## config.mk

```make
export PLATFORM = sky130hd
export DESIGN_NAME = cbm_mod_unit
export DESIGN_NICKNAME = d
export VERILOG_FILES = /design/src/hdl/cbm_pkg.sv /design/src/hdl/cbm_mod_unit.sv
export SDC_FILE = /design/constraint.sdc
export NUM_CORES = 1
export LEC_CHECK = 0
export BUFFER_PORTS_ARGS = -buffer_cell sky130_fd_sc_hd__buf_2
export CAP_MARGIN = 20
export CORE_ASPECT_RATIO = 1.25
export CORE_MARGIN = 3
export CORE_UTILIZATION = 45
export CTS_BUF_LIST = sky130_fd_sc_hd__clkbuf_4
export CTS_CLUSTER_DIAMETER = 80
export DETAILED_ROUTE_END_ITERATION = 8
export MAX_ROUTING_LAYER = met4
export PLACE_DENSITY_LB_ADDON = 0.3
export SLEW_MARGIN = 20
export SYNTH_ARGS = -nofsm -noshare
export SYNTH_HDL_FRONTEND = slang
export SYNTH_SLANG_ARGS = --single-unit
export TNS_END_PERCENT = 30
```

## constraint.sdc

```tcl
create_clock -name clk_i -period 2.9 [get_ports clk_i]
set_input_delay 0.29 -clock clk_i [delete_from_list [all_inputs] [get_ports clk_i]]
set_output_delay 0.29 -clock clk_i [all_outputs]
set_load 0.01 [all_outputs]
```

## src/hdl/cbm_pkg.sv

```systemverilog
// shared types and constants for the cartridge bank mapper
package cbm_pkg;

  localparam int unsigned MaxRamBanks  = 16;
  localparam int unsigned RamBankBytes = 8192;
  localparam int unsigned RomBankBytes = 16384;

  localparam int unsigned RamAddrW = $clog2(MaxRamBanks * RamBankBytes);
  localparam int unsigned BankW    = 9;
  localparam int unsigned CountW   = 10;
  localparam int unsigned StepW    = $clog2(BankW + 1);

  typedef enum logic [1:0] {
    CMD_ROM_RD = 2'd0,
    CMD_REG_WR = 2'd1,
    CMD_RAM_RD = 2'd2,
    CMD_RAM_WR = 2'd3
  } cmd_e;

  typedef enum logic [2:0] {
    KIND_NONE   = 3'd0,
    KIND_MBC1   = 3'd1,
    KIND_MBC2   = 3'd2,
    KIND_ROMRAM = 3'd3,
    KIND_MBC3   = 3'd4,
    KIND_MBC5   = 3'd5,
    KIND_HUC1   = 3'd6
  } kind_e;

  typedef enum logic [2:0] {
    CFG_KIND      = 3'd0,
    CFG_ROM_COUNT = 3'd1,
    CFG_RAM_COUNT = 3'd2,
    CFG_RAM_SIZE  = 3'd3,
    CFG_NARROW    = 3'd4
  } cfg_e;

  typedef struct packed {
    logic              start;
    logic [BankW-1:0]  dividend;
    logic [CountW-1:0] divisor;
  } mod_req_t;

  typedef struct packed {
    logic             done;
    logic [BankW-1:0] rem;
  } mod_rsp_t;

endpackage

```

## src/hdl/cbm_mod_unit.sv

```systemverilog
// iterative restoring remainder unit, one dividend bit per cycle
module cbm_mod_unit (
  input  logic              clk_i,
  input  logic              rst_ni,
  input  cbm_pkg::mod_req_t req_i,
  output cbm_pkg::mod_rsp_t rsp_o
);
  import cbm_pkg::*;

  logic [StepW-1:0]  cnt_q;
  logic [BankW-1:0]  dvd_q;
  logic [CountW-1:0] div_q;
  logic [CountW-1:0] rem_q;
  logic              done_q;
  logic [CountW:0]   shifted;
  logic [CountW:0]   diff;

  assign shifted = {rem_q, dvd_q[BankW-1]};
  assign diff    = shifted - {1'b0, div_q};

  always_ff @(posedge clk_i or negedge rst_ni) begin
    if (!rst_ni) begin
      cnt_q  <= '0;
      done_q <= 1'b0;
      dvd_q  <= '0;
      div_q  <= '0;
      rem_q  <= '0;
    end else begin
      done_q <= 1'b0;
      if (req_i.start) begin
        cnt_q <= StepW'(BankW);
        dvd_q <= req_i.dividend;
        div_q <= req_i.divisor;
        rem_q <= '0;
      end else if (cnt_q != '0) begin
        cnt_q <= cnt_q - 1'b1;
        dvd_q <= {dvd_q[BankW-2:0], 1'b0};
        if (shifted >= {1'b0, div_q}) begin
          rem_q <= diff[CountW-1:0];
        end else begin
          rem_q <= shifted[CountW-1:0];
        end
        done_q <= (cnt_q == StepW'(1));
      end
    end
  end

  assign rsp_o.done = done_q;
  assign rsp_o.rem  = rem_q[BankW-1:0];

endmodule

```

## After elaboration in Yosys (flattened, before gate mapping)

Index checks and enable logic that the tools add are counted.

- Register bits: 34
- Input bits: 22
- Output and inout port bits: 10
- Word-level logic and storage cells: 20

- Add/sub/neg operators: 2
- $lt $le $gt $ge: 1
- Eq/ne operators: 1
- Multiplexer cells: 9
- Reduce and logical (&&, ||, !) cells: 2

Operators by type and width:

| kind | count |
|---|---|
| $mux 10 | 3 |
| $mux 9 | 2 |
| $ge 11x10->1 | 1 |
| $sub 10x10->10 | 1 |
| $mux 4 | 2 |
| $eq 4x1->1 const B | 1 |
| $reduce_bool 4->1 | 1 |
| $sub 4x1->4 const B | 1 |
| $mux 1 | 2 |
| $reduce_bool 2->1 | 1 |

## Depth between registers and ports, before layout

- Word-level depth: 4
- Depth in mapped cells: 9

## Worst setup path before layout

OpenSTA, ideal clock, no wires.

- Path kind: reg-to-reg
- Start point: register rem_q[3]
- End point: register rem_q[3]
- Setup time: 0.094 ns
- Data arrival time: 1.988 ns
- Path slack: 0.818 ns
- Cell stages (with the launch flop): 9
- Path buffers: 1
- Cells stage by stage: dfrtp_1 -> ha_1 -> a21o_1 -> a211o_1 -> o2111ai_2 -> a41oi_2 -> buf_6 -> mux2i_1 -> a211oi_1

- Cells in the longest elaborated chain, start to end: 4

RTL lines:

| element | line | text |
|---|---|---|
| start, declared | cbm_mod_unit.sv:13 | `logic [CountW-1:0] rem_q;` |
| start signal, assigned | cbm_mod_unit.sv:39 | `rem_q <= diff[CountW-1:0];` |
| start signal, assigned | cbm_mod_unit.sv:41 | `rem_q <= shifted[CountW-1:0];` |
| $ge 11x10->1 | cbm_mod_unit.sv:38 | `if (shifted >= {1'b0, div_q}) begin` |
| $mux 10 | cbm_mod_unit.sv:38 |  |
| $mux 10 | cbm_mod_unit.sv:35 | `end else if (cnt_q != '0) begin` |
| $mux 10 | cbm_mod_unit.sv:30 | `if (req_i.start) begin` |

No other way between the ends. The select of a mux whose other input is x is not followed.
A chain may end at the register's enable or synchronous reset.

## Final worst setup path

- Start point: register rem_q[1]
- End point: register rem_q[6]

- Cells in the longest elaborated chain, start to end: 4
- Elaborated cells on any way between the ends: 5

RTL lines:

| element | line |
|---|---|
| $sub 10x10->10 / $ge 11x10->1 (equally long branches) | cbm_mod_unit.sv:19, cbm_mod_unit.sv:38 |
| $mux 10 * | cbm_mod_unit.sv:38 |
| $mux 10 * | cbm_mod_unit.sv:35 |
| $mux 10 * | cbm_mod_unit.sv:30 |

Mark *: on every way between the ends. The rest lies on a longest branch, timed or not. The select of a mux whose other input is x is not followed.

==> flow_results.org <==
** Clocking
- Number of gates given a new drive strength after cts :: 0
- Clock tree from TritonCTS :: yes
- Number of post-CTS setup repair buffers :: 0
- Hold_buf cts :: 0
- The number of clock buffers added by TritonCTS is 5.
- Clock Path Buffers :: 2
- At the later pin of the worst-skew pair, clock insertion delay measures 350 ps.
- H-Tree Depth :: 2
- Cell at the root of the clock tree :: sky130_fd_sc_hd__clkbuf_4
- After clock tree synthesis, the clock-pin slew on the worst setup and hold paths is 110 ps.
- Clock Sink Count :: 34

** Setup path
- Data arrival time of the critical path :: 2810 ps
- Delay contributed by the slowest stage of the critical path :: 620 ps
- Worst reg2reg path endpoint :: rem_q[6]
- Worst Path Required :: 3160 ps
- In this run the worst path has a maximum fanout of 11.
- For the worst flop-to-flop path, the logic depth is 7.
- CP Class :: reg2reg
- STA classifies the critical path endpoint as a register.
- The critical path goes through ha_1, o211ai_1, a21oi_2, o2111ai_2, a41oi_2, o311ai_1, a311oi_2.
- Register-to-register setup slack :: 350 ps
- Reg2Reg Launch Point :: rem_q[1]
- On the critical path, the stage with the largest delay is an instance of sky130_fd_sc_hd__a41oi_2.
- Worst setup SP type :: register

** Drt
- Routed length on met3 :: 141 µm
- Routed WL per cell :: 13.3 µm
- Routed metal-1 wire length :: 1700 µm
- Length of the first detailed-routing pass in iterations :: 4
- Detailed routing inserted a total of 1552 vias.
- Total Routed Length :: 3900 µm
- The highest layer touched by signal routing is met4.
- After detailed routing, the met2 layer carries 1990 µm of wire.
- In the routed layout, each cell is associated on average with a via count of 5.28.
- DRC violation count after routing :: 0
- After the first detailed-routing iteration, the DRC count stood at 32.
- The detail route stage leaves a number of antenna-violating nets equal to 0.

** Floorplan
- The initial utilization of the core area, before any placement, comes to 0.484.
- The core region is 0.00426 mm².
- In this run the horizontal extent of the chip is 66.6 µm.
- The die covers 0.00544 mm².
- Standard-cell rows :: 26
- Y dimension of the die :: 81.7 µm
- During I/O placement, the number of pins put on the boundary was 32.

** Finish
- Final #Nets :: 274
- Of the cells placed in the final design, the portion with a size suffix greater than 1 is 0.197.
- The multi-input combinational cells in the finished layout cover a total of 0.00104 mm².
- Area overhead of the layout relative to synthesis :: 8.13%
- Diodes inserted :: 0
- Across the whole layout, storage elements account for 851 µm².
- After filler insertion, the fill cell instance count of the layout stands at 420.
- Post-layout utilization of the core :: 0.523

** Logic synthesis
- Proportion of netlist area held by the largest area contributor :: 0.412
- The biggest area contributor in the post-synthesis netlist is sky130_fd_sc_hd__dfrtp_1.
- The commonest cells after synthesis are sky130_fd_sc_hd__dfrtp_1, sky130_fd_sc_hd__o21ai_0, sky130_fd_sc_hd__nand2_1, sky130_fd_sc_hd__nor2_1.
- Library cells used by synthesis :: 35
- Synthesis produced a netlist with a net count of 253.
- Yosys instantiated no cell more often than sky130_fd_sc_hd__dfrtp_1.
- Gate Count Post-Synth :: 217
- After synthesis the netlist holds a flip-flop and latch count of 34.
- Part of the Yosys area used for sequential elements :: 0.412
- The most used flip-flop cell after synthesis is sky130_fd_sc_hd__dfrtp_1.
- In this run, synthesis inferred 0 flip-flops with an integrated enable.
- In the synthesized netlist the async set-or-reset flop fraction comes to 1.00.
- The average instance in the mapped netlist occupies 9.51 µm².
- Mapped cell area :: 0.00206 mm²
- Top area cells in the synthesized netlist :: sky130_fd_sc_hd__dfrtp_1, sky130_fd_sc_hd__ha_1, sky130_fd_sc_hd__mux2i_1
- Number of warning messages in the yosys log :: 0

** STA
- Crit path time final :: 2550 ps
- Clock skew on the completed layout was measured at 7.55 ps.
- Setup WS post-layout :: 350 ps
- Setup repair after global routing left no endpoint under its margin.
- Setup violations remaining at the end of the flow were counted as 0.
- Final Max Slew Viols :: 0
- Final hold violation count :: 1
- For this run, the top clock speed supported by timing is 392 MHz.
- Worst-case headroom to the max-slew limit :: 0.493
- Final sum of negative setup slack :: 0 ps
- Post-route worst hold slack :: -0.797 ps
- Fin crit share :: 0.879
- Least-Margin Pin Slew :: 761 ps

** Power and ir drop
- IR analysis of the VDD net gives a maximum drop of 0.000230 V.
- Overall power consumption after layout is estimated at 1560 µW.
- Leakage Power :: 0.00111 µW
- For this design the ratio of total power to cell area is 698 mW/mm².

** Placed design
- Input and output buffers added on the ports amount to 31.
- Worst setup slack before clock tree synthesis :: 362 ps
- At the end of routability-driven placement, the weighted congestion stood at 0.872.
- Once detailed placement completed, the half-perimeter wirelength came to 2960 µm.

** Run status
- Outcome :: finished with violations
- The checks that failed: hold timing.

** Global routing
- Initial antenna violation count :: 0
- The first global-routing pass estimated 6710 µm of wire.
- Global-route usage over all layers :: 0.168
- Vias in the first global route :: 1516
- Largest net degree at the start of global routing :: 35
- After global routing the overflow that remains totals 0.

** Min path
- Path class of the lowest-slack min-delay path :: in2async

** Run
- Number of max-capacitance violations reported :: 0
==> flip-flops by register name (all words and copies together) (netlist names) <==
| name | count |
|---|---|
| done_q | 1 |
| dvd_q | 9 |
| cnt_q | 4 |
| rem_q | 10 |
| div_q | 10 |
==> metal layers <==
| metal | vias up | global-route usage |
|---|---|---|
| met1 | 732 | 0.182 |
| met5 | - | - |
| met2 | 30 | 0.291 |
| met4 | 0 | 0.0732 |
| li1 | 784 | - |
| met3 | 6 | 0.0410 |
==> cell families after synthesis <==
family | Yosys count | share of synthesized area
DFF | 34 | 0.412
muxes | 16 | 0.0782
xor gates and xnor gates | 6 | 0.0255
AOI/OAI and AO/OA | 51 | 0.168
buffers and inverters | 34 | 0.0855
adders and majority gates | 14 | 0.0885
and+or+nand+nor | 62 | 0.142
==> per-stage QoR <==
step | std cells | instance area, µm²
floorplan | 217 | 2060
global placement | 287 | 2180
detailed placement | 287 | 2180
CTS | 294 | 2230
global route | 294 | 2230
finish | 294 | 2230
==> worst max-delay path by stage <==
stage | startpoint | to | slack [ps] | cells after the start
floorplan | rem_q[3] | rem_q[3] | 820 | 8
global placement | rem_q[3] | rem_q[6] | 430 | 7
detailed placement | rem_q[3] | rem_q[6] | 360 | 7
CTS | rem_q[3] | rem_q[6] | 340 | 7
global route | rem_q[1] | rem_q[6] | 200 | 7
finish | rem_q[1] | rem_q[6] | 350 | 7
==> cell usage in the layout (no fill, tap or decap), drive strengths merged, types with 2 or more instances in the layout <==
master  Yosys  layout
nor2       20      20
buf        12      33
dfrtp      34      34
and2        2       2
clkbuf      7       5
xnor2       6       6
mux2i      15      15
inv        15      15
a21oi       5       5
nand2      22      22
ha         13      13
o21ai      23      23
a211o       2       2
nand2b      7       7
a31oi       2       2
nand4       3       3
clkinv      0       2
a211oi      9       9
a22o        2       2
nor3        5       5
==> power by group <==
part	switching, µW	internal (µW)	leakage (µW)
logic	374	322	0.000651
registers	65.9	550	0.000427
clock network	160	87.0	0.0000308
total	600	958	0.00111
==> layout make-up <==
type	instances	share of cell area
Inverter	15	0.0252
Clock buffer	5	0.0168
Tap cell	56	0.0314
Sequential cell	34	0.381
Timing Repair Buffer	33	0.0763
Clock inverter	2	0.00449
Multi-Input combinational cell	149	0.464
==> worst max-delay path, delay by kind of cell (launching register included) <==
kind,cells,cell delay [ps]
AOI/OAI and AO/OA,6,1640
adders and majority gates,1,380
DFF,1,450
(Power assumes the default switching activity.)
